--- config.mk ---
export PLATFORM = sky130hd
export DESIGN_NAME = front_middle_back_queue_top
export DESIGN_NICKNAME = d
export VERILOG_FILES = /design/src/rtl/core/fmbq_pkg.sv /design/src/rtl/core/fmbq_ram.sv /design/src/rtl/core/front_middle_back_queue_top.sv
export SDC_FILE = /design/constraint.sdc
export NUM_CORES = 2
export LEC_CHECK = 0
export ABC_AREA = 0
export BUFFER_PORTS_ARGS = -buffer_cell sky130_fd_sc_hd__buf_4
export CORE_MARGIN = 2
export CORE_UTILIZATION = 60
export CTS_CLUSTER_SIZE = 20
export DETAILED_ROUTE_END_ITERATION = 7
export PLACE_DENSITY = 0.81
export SLEW_MARGIN = 5
export SYNTH_ARGS = -nofsm -noshare
export SYNTH_HDL_FRONTEND = slang
export SYNTH_HIERARCHICAL = 1
export SYNTH_MEMORY_MAX_BITS = 65536
export SYNTH_SLANG_ARGS = --single-unit
--- constraint.sdc ---
create_clock -name i_clk -period 18.18 [get_ports i_clk]
set_input_delay 1.818 -clock i_clk [delete_from_list [all_inputs] [get_ports i_clk]]
set_output_delay 1.818 -clock i_clk [all_outputs]
set_load 0.1 [all_outputs]
--- src/rtl/core/fmbq_pkg.sv ---
// shared constants and command codes for the front/middle/back queue
package fmbq_pkg;

    // word and count widths, default capacity and half depth
    localparam int DATA_W      = 32;
    localparam int CMD_W       = 3;
    localparam int CNT_OUT_W   = 8;
    localparam int DEF_CAPACITY = 128;
    localparam int DEF_HALF_DEPTH = DEF_CAPACITY / 2 + 1;

    // command codes
    localparam logic [CMD_W-1:0] CMD_PUSH_FRONT = 3'd0;
    localparam logic [CMD_W-1:0] CMD_PUSH_MID   = 3'd1;
    localparam logic [CMD_W-1:0] CMD_PUSH_BACK  = 3'd2;
    localparam logic [CMD_W-1:0] CMD_POP_FRONT  = 3'd3;
    localparam logic [CMD_W-1:0] CMD_POP_MID    = 3'd4;
    localparam logic [CMD_W-1:0] CMD_POP_BACK   = 3'd5;

    // value returned when nothing was popped
    localparam logic signed [DATA_W-1:0] NO_VALUE = -32'sd1;

endpackage

--- src/rtl/core/fmbq_ram.sv ---
// generic single-write, single-read ram with registered read data
module fmbq_ram
    import fmbq_pkg::*;
#(
    parameter int WIDTH = DATA_W,
    parameter int DEPTH = DEF_HALF_DEPTH,
    localparam int AW = $clog2(DEPTH)
) (
    input  logic             i_clk,
    input  logic             i_we,
    input  logic [AW-1:0]    i_waddr,
    input  logic [WIDTH-1:0] i_wdata,
    input  logic [AW-1:0]    i_raddr,
    output logic [WIDTH-1:0] o_rdata
);

    logic [WIDTH-1:0] r_mem [DEPTH];
    logic [WIDTH-1:0] r_rdata;

    // write port and registered read port
    always_ff @(posedge i_clk) begin
        if (i_we) begin
            r_mem[i_waddr] <= i_wdata;
        end
        r_rdata <= r_mem[i_raddr];
    end

    assign o_rdata = r_rdata;

endmodule

--- src/rtl/core/front_middle_back_queue_top.sv ---
// top level of the front/middle/back queue with two circular half stores
//
// Usage:
//   Input channel i_valid / o_ready carries one command word: i_cmd and
//   i_push_value. Commands push or pop at the front, the middle or the back.
//   Output channel o_valid / i_ready returns one result word per command:
//   the popped value (-1 for pushes, unused codes and empty pops), the empty
//   and full flags and the entry count after the command.
//   Steps: accept in idle, primary access, rebalance read (the popped word
//   arrives here), rebalance write only when the halves must be rebalanced,
//   then the final step registers the result; a dropped push, an empty pop
//   or an unused code skips to the final step. A new command is taken only in
//   idle, after the final step; the registered ram read serves a pop and a move.
//   Each half is a ram of CAPACITY/2+1 words; the front half keeps its
//   entries in a ring from its head, the back half likewise.
//   Reset clears heads, counts and the output valid flag; ram contents are
//   not cleared, since only written entries are ever read.
//   When the receiver stalls, the result word holds in the output register
//   and the next command may still be accepted; its result waits in the
//   final step until the output register is free.
module front_middle_back_queue_top
    import fmbq_pkg::*;
#(
    parameter int CAPACITY = DEF_CAPACITY
) (
    input  logic                     i_clk,
    input  logic                     i_rst_n,
    input  logic                     i_valid,
    output logic                     o_ready,
    input  logic [CMD_W-1:0]         i_cmd,
    input  logic signed [DATA_W-1:0] i_push_value,
    output logic                     o_valid,
    input  logic                     i_ready,
    output logic signed [DATA_W-1:0] o_pop_value,
    output logic                     o_was_empty,
    output logic                     o_was_full,
    output logic [CNT_OUT_W-1:0]     o_entry_count
);

    localparam int HD = CAPACITY / 2 + 1;
    localparam int IW = $clog2(HD);
    localparam int CW = $clog2(HD + 1);
    localparam int TW = CW + 1;

    typedef enum logic [2:0] {
        ST_IDLE,
        ST_PRIM,
        ST_REB,
        ST_MOVE,
        ST_FIN
    } t_state;

    // ring index helpers
    function automatic logic [IW-1:0] idx_inc(input logic [IW-1:0] idx);
        idx_inc = (idx == IW'(HD - 1)) ? '0 : idx + IW'(1);
    endfunction

    function automatic logic [IW-1:0] idx_dec(input logic [IW-1:0] idx);
        idx_dec = (idx == '0) ? IW'(HD - 1) : idx - IW'(1);
    endfunction

    function automatic logic [IW-1:0] idx_add(input logic [IW-1:0] head,
                                              input logic [CW-1:0] cnt);
        logic [TW-1:0] sum;
        sum = TW'(head) + TW'(cnt);
        if (sum >= TW'(HD)) begin
            sum = sum - TW'(HD);
        end
        idx_add = sum[IW-1:0];
    endfunction

    t_state                    r_state, n_state;
    logic [CMD_W-1:0]          r_cmd, n_cmd;
    logic signed [DATA_W-1:0]  r_val, n_val;
    logic [IW-1:0]             r_lhead, n_lhead, r_uhead, n_uhead;
    logic [CW-1:0]             r_lcnt, n_lcnt, r_ucnt, n_ucnt;
    logic signed [DATA_W-1:0]  r_result, n_result;
    logic                      r_empty, n_empty, r_full, n_full;
    logic                      r_pop, n_pop, r_pop_up, n_pop_up, r_mv_up, n_mv_up;
    logic                      r_out_valid, n_out_valid;
    logic signed [DATA_W-1:0]  r_out_value, n_out_value;
    logic                      r_out_empty, n_out_empty, r_out_full, n_out_full;
    logic [CNT_OUT_W-1:0]      r_out_count, n_out_count;

    logic                      l_we, u_we;
    logic [IW-1:0]             l_waddr, u_waddr, l_raddr, u_raddr;
    logic [DATA_W-1:0]         l_wdata, u_wdata, l_rdata, u_rdata;

    logic [TW-1:0]             total;
    logic [TW+CNT_OUT_W-1:0]   total_ext;
    logic                      is_push, is_pop;

    // half stores
    fmbq_ram #(.WIDTH(DATA_W), .DEPTH(HD)) u_lower (
        .i_clk   (i_clk),
        .i_we    (l_we),
        .i_waddr (l_waddr),
        .i_wdata (l_wdata),
        .i_raddr (l_raddr),
        .o_rdata (l_rdata)
    );

    fmbq_ram #(.WIDTH(DATA_W), .DEPTH(HD)) u_upper (
        .i_clk   (i_clk),
        .i_we    (u_we),
        .i_waddr (u_waddr),
        .i_wdata (u_wdata),
        .i_raddr (u_raddr),
        .o_rdata (u_rdata)
    );

    // occupancy and command class
    assign total     = TW'(r_lcnt) + TW'(r_ucnt);
    assign total_ext = {{CNT_OUT_W{1'b0}}, total};
    assign is_push   = (r_cmd == CMD_PUSH_FRONT) || (r_cmd == CMD_PUSH_MID) ||
                       (r_cmd == CMD_PUSH_BACK);
    assign is_pop    = (r_cmd == CMD_POP_FRONT) || (r_cmd == CMD_POP_MID) ||
                       (r_cmd == CMD_POP_BACK);

    // sequencer: primary access, rebalance read, rebalance write, result
    always_comb begin
        n_state     = r_state;
        n_cmd       = r_cmd;
        n_val       = r_val;
        n_lhead     = r_lhead;
        n_uhead     = r_uhead;
        n_lcnt      = r_lcnt;
        n_ucnt      = r_ucnt;
        n_result    = r_result;
        n_empty     = r_empty;
        n_full      = r_full;
        n_pop       = r_pop;
        n_pop_up    = r_pop_up;
        n_mv_up     = r_mv_up;
        n_out_valid = r_out_valid && !i_ready;
        n_out_value = r_out_value;
        n_out_empty = r_out_empty;
        n_out_full  = r_out_full;
        n_out_count = r_out_count;
        l_we        = 1'b0;
        u_we        = 1'b0;
        l_waddr     = '0;
        u_waddr     = '0;
        l_wdata     = r_val;
        u_wdata     = r_val;
        l_raddr     = '0;
        u_raddr     = '0;

        unique case (r_state)
            ST_IDLE: begin
                if (i_valid) begin
                    n_cmd   = i_cmd;
                    n_val   = i_push_value;
                    n_state = ST_PRIM;
                end
            end

            ST_PRIM: begin
                n_result = NO_VALUE;
                n_empty  = 1'b0;
                n_full   = 1'b0;
                n_pop    = 1'b0;
                n_state  = ST_REB;
                if (is_push) begin
                    if (total >= TW'(CAPACITY)) begin
                        n_full  = 1'b1;
                        n_state = ST_FIN;
                    end else if (r_cmd == CMD_PUSH_FRONT) begin
                        n_lhead = idx_dec(r_lhead);
                        l_we    = 1'b1;
                        l_waddr = idx_dec(r_lhead);
                        n_lcnt  = r_lcnt + CW'(1);
                    end else if (r_cmd == CMD_PUSH_MID) begin
                        l_we    = 1'b1;
                        l_waddr = idx_add(r_lhead, r_lcnt);
                        n_lcnt  = r_lcnt + CW'(1);
                    end else begin
                        u_we    = 1'b1;
                        u_waddr = idx_add(r_uhead, r_ucnt);
                        n_ucnt  = r_ucnt + CW'(1);
                    end
                end else if (is_pop) begin
                    if (total == '0) begin
                        n_empty = 1'b1;
                        n_state = ST_FIN;
                    end else begin
                        n_pop = 1'b1;
                        priority if (r_cmd == CMD_POP_FRONT) begin
                            if (r_lcnt != '0) begin
                                n_pop_up = 1'b0;
                                l_raddr  = r_lhead;
                                n_lhead  = idx_inc(r_lhead);
                                n_lcnt   = r_lcnt - CW'(1);
                            end else begin
                                n_pop_up = 1'b1;
                                u_raddr  = r_uhead;
                                n_uhead  = idx_inc(r_uhead);
                                n_ucnt   = r_ucnt - CW'(1);
                            end
                        end else if (r_cmd == CMD_POP_MID) begin
                            if (r_ucnt > r_lcnt) begin
                                n_pop_up = 1'b1;
                                u_raddr  = r_uhead;
                                n_uhead  = idx_inc(r_uhead);
                                n_ucnt   = r_ucnt - CW'(1);
                            end else begin
                                n_pop_up = 1'b0;
                                l_raddr  = idx_add(r_lhead, r_lcnt - CW'(1));
                                n_lcnt   = r_lcnt - CW'(1);
                            end
                        end else begin
                            if (r_ucnt != '0) begin
                                n_pop_up = 1'b1;
                                u_raddr  = idx_add(r_uhead, r_ucnt - CW'(1));
                                n_ucnt   = r_ucnt - CW'(1);
                            end else begin
                                n_pop_up = 1'b0;
                                l_raddr  = idx_add(r_lhead, r_lcnt - CW'(1));
                                n_lcnt   = r_lcnt - CW'(1);
                            end
                        end
                    end
                end else begin
                    n_state = ST_FIN;
                end
            end

            ST_REB: begin
                // popped word arrives from the read issued in the previous step
                if (r_pop) begin
                    n_result = r_pop_up ? u_rdata : l_rdata;
                end
                if (TW'(r_ucnt) == TW'(r_lcnt) + TW'(2)) begin
                    n_mv_up = 1'b1;
                    u_raddr = r_uhead;
                    n_uhead = idx_inc(r_uhead);
                    n_ucnt  = r_ucnt - CW'(1);
                    n_state = ST_MOVE;
                end else if (TW'(r_lcnt) == TW'(r_ucnt) + TW'(1)) begin
                    n_mv_up = 1'b0;
                    l_raddr = idx_add(r_lhead, r_lcnt - CW'(1));
                    n_lcnt  = r_lcnt - CW'(1);
                    n_state = ST_MOVE;
                end else begin
                    n_state = ST_FIN;
                end
            end

            ST_MOVE: begin
                // moved word lands at the middle end of the other half
                if (r_mv_up) begin
                    l_we    = 1'b1;
                    l_waddr = idx_add(r_lhead, r_lcnt);
                    l_wdata = u_rdata;
                    n_lcnt  = r_lcnt + CW'(1);
                end else begin
                    u_we    = 1'b1;
                    u_waddr = idx_dec(r_uhead);
                    u_wdata = l_rdata;
                    n_uhead = idx_dec(r_uhead);
                    n_ucnt  = r_ucnt + CW'(1);
                end
                n_state = ST_FIN;
            end

            ST_FIN: begin
                if (!r_out_valid || i_ready) begin
                    n_out_valid = 1'b1;
                    n_out_value = r_result;
                    n_out_empty = r_empty;
                    n_out_full  = r_full;
                    n_out_count = total_ext[CNT_OUT_W-1:0];
                    n_state     = ST_IDLE;
                end
            end

            default: begin
                n_state = ST_IDLE;
            end
        endcase
    end

    // state and output register
    always_ff @(posedge i_clk) begin
        if (!i_rst_n) begin
            r_state     <= ST_IDLE;
            r_lhead     <= '0;
            r_uhead     <= '0;
            r_lcnt      <= '0;
            r_ucnt      <= '0;
            r_out_valid <= 1'b0;
        end else begin
            r_state     <= n_state;
            r_lhead     <= n_lhead;
            r_uhead     <= n_uhead;
            r_lcnt      <= n_lcnt;
            r_ucnt      <= n_ucnt;
            r_out_valid <= n_out_valid;
        end
        r_cmd       <= n_cmd;
        r_val       <= n_val;
        r_result    <= n_result;
        r_empty     <= n_empty;
        r_full      <= n_full;
        r_pop       <= n_pop;
        r_pop_up    <= n_pop_up;
        r_mv_up     <= n_mv_up;
        r_out_value <= n_out_value;
        r_out_empty <= n_out_empty;
        r_out_full  <= n_out_full;
        r_out_count <= n_out_count;
    end

    assign o_ready       = (r_state == ST_IDLE);
    assign o_valid       = r_out_valid;
    assign o_pop_value   = r_out_value;
    assign o_was_empty   = r_out_empty;
    assign o_was_full    = r_out_full;
    assign o_entry_count = r_out_count;

endmodule

==> results.rst <==
.. list-table::
   :header-rows: 1

   * - Metric
     - Value
   * - Fraction of synthesis flops using an asynchronous set or reset pin
     - 0%
   * - Maximum count of clock buffers along a single path
     - 4
   * - Fraction of layout cells with a size suffix above 1
     - 20.3%
   * - Startpoint of the worst hold path
     - r_result[30]
   * - Number of synthesized register bits
     - around 4400
   * - Arr. time, crit path
     - approximately 11000 ps
   * - Number of flops mapped to enable cells by yosys
     - 4274
   * - Height of the chip
     - between 500 and 600 um
   * - Maximum frequency from static timing analysis
     - approximately 0.10 GHz
   * - Number of vias after detailed routing
     - around 95000
   * - Number of buffers inserted during clock tree synthesis
     - 411
   * - Hpwl dp
     - roughly 240000 um
   * - Violations in the final reports
     - DRC
   * - Worst hold slack after final layout
     - around 420 ps
   * - Final-stage net count
     - around 9000
   * - Clock-pin slew of the registers on the worst-case setup and hold paths
     - around 60 ps
   * - Power density relative to cell area
     - around 110 nW/um^2
   * - GRT overflow
     - 0
   * - Clk_skew
     - 61.4 ps
   * - Relative slew slack
     - under 10%
   * - CP Launch Point
     - r_lcnt[1]
   * - Endpoints failing setup
     - 0
   * - Maxcap violations
     - 0
   * - Clock H-tree levels
     - 5
   * - Number of DRC violations after detailed-routing iteration 0
     - 17038
   * - Run status
     - complete, but fails checks
   * - Category of the worst setup path launch point
     - flop
   * - Slowest stage delay, CP
     - between 800 and 900 ps
   * - Wire length of the first global-routing pass
     - about 670000 um
   * - Pin count of the biggest net entering global routing
     - between 150 and 200
   * - Syn nets
     - slightly below 9000
   * - Area enclosed by the die boundary
     - between 200000 and 300000 sq um
   * - Maximum VDD drop
     - 84.2 uV
   * - Fraction of post-synthesis cell area in the top cell type by area
     - about 75%
   * - Horizontal extent of the die
     - ~540 um
   * - Summed negative setup slack over all endpoints
     - 0 ps
   * - Min-delay worst type
     - flop to flop
   * - Clock latency on the worst-skew pair
     - 970 ps
   * - Root cell of the clock tree
     - sky130_fd_sc_hd__clkbuf_16
   * - CP max-delay cell
     - sky130_fd_sc_hd__buf_4
   * - Post-route fraction of the period consumed by the critical path
     - 53.3%
   * - Number of pins exceeding their max-slew limit in the final report
     - 0
   * - Placed instance area
     - roughly 180000 sq um
   * - Post-CTS Hold Buffers
     - 0
   * - Number of buffer cells added on primary ports
     - just over 80
   * - Leakage power
     - a little under 60 nW
   * - Post-route antenna net violation count
     - 0
   * - Vias in the first global route
     - around 94000
   * - Number of different library cells in the post-synthesis netlist
     - 86
   * - R2r startpoint
     - r_lcnt[1]
   * - Worst Path Class, Setup
     - flop to flop
   * - Post-synthesis cell area
     - ~170000 sq um
   * - Most common library cells after synthesis
     - sky130_fd_sc_hd__edfxtp_1 (4274), sky130_fd_sc_hd__mux2i_1 (806), sky130_fd_sc_hd__mux4_2 (640)
   * - Highest net fanout along the worst path
     - 55
   * - Top-Level Pins
     - between 80 and 90
   * - Core Area
     - about 290000 sq um
   * - Top post-synthesis cells by area
     - sky130_fd_sc_hd__edfxtp_1 (75%), sky130_fd_sc_hd__mux4_2 (8.4%), sky130_fd_sc_hd__mux2i_1 (4.7%)
   * - GRT Total Usage
     - 31.9%
   * - Count of endpoints failing hold in the final timing report
     - 0
   * - Cell count after placement
     - 12396
   * - Final wirelength
     - 471000 um
   * - Number of buffers added for setup after CTS
     - 0
   * - Seq/Total Area, Yosys
     - about three quarters
   * - Count of cells resized by post-cts repair
     - 0
   * - Gate Count Post-Synth
     - roughly 8800
   * - Most prevalent standard cell on the critical path
     - sky130_fd_sc_hd__buf_4
   * - Starting utilization of the core area
     - 60.4%
   * - Router iterations before antenna repair
     - 8
   * - Min Clock Period, post-route
     - a little under 10000 ps
   * - Number of core rows
     - roughly 200
   * - Post-DR wirelength/cell
     - 35.8 um
   * - Antenna violations before repair
     - 34
   * - Number of warnings issued by yosys
     - 6
   * - DRC violation count after routing
     - 1
   * - Syn Area/Cell
     - about 20 sq um
   * - Area Overhead vs Synth
     - 11.3%
   * - Final instance area
     - around 190000 sq um
   * - Most used standard cell by instance count after synthesis
     - sky130_fd_sc_hd__edfxtp_1
   * - DR vias/cell
     - a little over 7
   * - Routability-driven placement congestion ratio
     - just over 0.9
   * - Slew at the pin closest to its max-slew limit
     - about 1500 ps
   * - TritonCTS clock tree
     - done
   * - Required time reported for the critical path endpoint
     - around 19000 ps
   * - Commonest register cell after synthesis
     - sky130_fd_sc_hd__edfxtp_1
   * - Finished Layout Cells
     - between 10000 and 15000
   * - Crit. End Element
     - flop
   * - Number of clock sinks seen by CTS
     - approximately 4400
   * - Setup repair after global routing missed its margin
     - false
   * - Most area-hungry cell type in the Yosys netlist
     - sky130_fd_sc_hd__edfxtp_1
   * - Worst path cell trace
     - inv_1 -> ha_1 -> or3b_1 -> or3_1 -> xnor2_1 -> ha_1 -> a2111oi_0 -> a211oi_1 -> a31oi_1 -> o21ai_0 -> nand2_1 -> a32o_4 -> buf_4 -> buf_4 -> buf_4 -> mux2_2 -> nand2_1 -> o221ai_1 -> a2111oi_0 -> a31oi_1 -> or3_1
## layout by cell type, fill, tap and decap left out, types with 41 or more instances in the layout
| master | Yosys | layout |
|---|---|---|
| sky130_fd_sc_hd__a31oi_1 | 71 | 69 |
| sky130_fd_sc_hd__clkbuf_1 | 249 | 94 |
| sky130_fd_sc_hd__a2111oi_0 | 67 | 49 |
| sky130_fd_sc_hd__mux2_2 | 128 | 126 |
| sky130_fd_sc_hd__o22a_1 | 64 | 64 |
| sky130_fd_sc_hd__clkinv_2 | 0 | 68 |
| sky130_fd_sc_hd__dfxtp_1 | 96 | 96 |
| sky130_fd_sc_hd__clkbuf_16 | 0 | 417 |
| sky130_fd_sc_hd__nor2_4 | 0 | 108 |
| sky130_fd_sc_hd__a21oi_1 | 131 | 131 |
| sky130_fd_sc_hd__mux4_2 | 640 | 640 |
| sky130_fd_sc_hd__inv_1 | 43 | 43 |
| sky130_fd_sc_hd__mux2i_1 | 806 | 806 |
| sky130_fd_sc_hd__nor2_1 | 256 | 134 |
| sky130_fd_sc_hd__nor2b_1 | 215 | 213 |
| sky130_fd_sc_hd__ha_1 | 66 | 66 |
| sky130_fd_sc_hd__clkinv_1 | 0 | 72 |
| sky130_fd_sc_hd__nand3_1 | 45 | 44 |
| sky130_fd_sc_hd__o21ai_0 | 159 | 159 |
| sky130_fd_sc_hd__edfxtp_1 | 4274 | 4274 |
| sky130_fd_sc_hd__nand2_1 | 173 | 171 |
| sky130_fd_sc_hd__o221ai_1 | 126 | 126 |
| sky130_fd_sc_hd__a221oi_1 | 67 | 67 |
| sky130_fd_sc_hd__a211oi_1 | 398 | 396 |
| sky130_fd_sc_hd__bufinv_16 | 0 | 41 |
| sky130_fd_sc_hd__buf_4 | 29 | 345 |
| sky130_fd_sc_hd__or3_1 | 78 | 78 |
## state kept, by name, indices dropped and copies added (netlist names)
| name | flops |
|---|---|
| r_state | 3 |
| r_val | 32 |
| r_pop_up | 1 |
| r_mv_up | 1 |
| u_lower/r_mem | 2080 |
| o_was_empty | 1 |
| o_was_full | 1 |
| r_pop | 1 |
| r_cmd | 3 |
| o_valid | 1 |
| r_ucnt | 7 |
| u_upper/o_rdata | 32 |
| r_empty | 1 |
| r_result | 32 |
| r_uhead | 7 |
| u_upper/r_mem | 2080 |
| u_lower/o_rdata | 32 |
| r_full | 1 |
| o_pop_value | 32 |
| r_lcnt | 7 |
| o_entry_count | 8 |
| r_lhead | 7 |
## area by class of cell
type / instances / area [sq um]
multi-input combinational: 3861 / 40300
inverter: 44 / 165
tap: 3762 / 4710
timing repair buffer: 360 / 2830
fill: 16542 / 93600
clock inverter: 216 / 2190
antenna: 9 / 22.5
clock buffer: 538 / 11200
sequential: 4370 / 130000
## worst paths after layout
check / end / slack (ps) / cells after the start
worst max register to register: u_lower/o_rdata[26] / 8480 / 21
worst min-delay path: o_pop_value[30] / 420 / 0
worst min register to register: o_pop_value[30] / 420 / 0
worst max-delay path: u_lower/o_rdata[26] / 8480 / 21
## metal layers
layer	GRT usage [%]	part of all wire, %	routed length, um
met1	42.5	34	158000
met2	48.8	46	217000
met3	8.41	14	67600
met4	16.5	6.0	28100
met5	0	0.045	212
## report_power, final
part | total, mW | switching, mW | leakage [nW] | internal, mW
sequential | 11.5 | 0.163 | 39.1 | 11.3
combinational | 1.85 | 1.30 | 12.0 | 0.549
clock | 8.63 | 3.73 | 6.51 | 4.90
total | 22.0 | 5.19 | 57.6 | 16.8
## stage by stage
step / utilization [%] / setup slack, ps / total power [mW]
4_1_cts: 67.2 / 8820 / 21.9
3_5_place_dp: 62.5 / 8970 / 13.4
3_3_place_gp: 62.5 / 9120 / 13.3
6_report: 67.2 / 8480 / 22.0
2_1_floorplan: - / 11440 / 12.7
5_1_grt: 67.2 / 8260 / 22.4
## kinds of logic (layout without fill, tap and decap cells)
| family | Yosys count | count (layout) | share of synthesized area [%] |
|---|---|---|---|
| DFF | 4370 | 4370 | 75.7 |
| muxes | 1574 | 1574 | 13.9 |
| AOI/OAI and AO/OA | 1219 | 1219 | 5.13 |
| and+or+nand+nor | 936 | 936 | 2.82 |
| buffers and inverters | 565 | 1158 | 1.64 |
| adders and majority gates | 71 | 71 | 0.538 |
| xor gates and xnor gates | 61 | 61 | 0.310 |
| other | 0 | 9 | 0 |
## critical path, delay by kind of cell (launching register included)
kind,cells,cell delay (ps)
xor+xnor,1,180
fa+ha+maj,2,630
mux,1,420
simple gates,5,1480
flops,1,470
compound gates,8,3440
buf+inv,4,2740
Power figures use the tool's default switching activity.
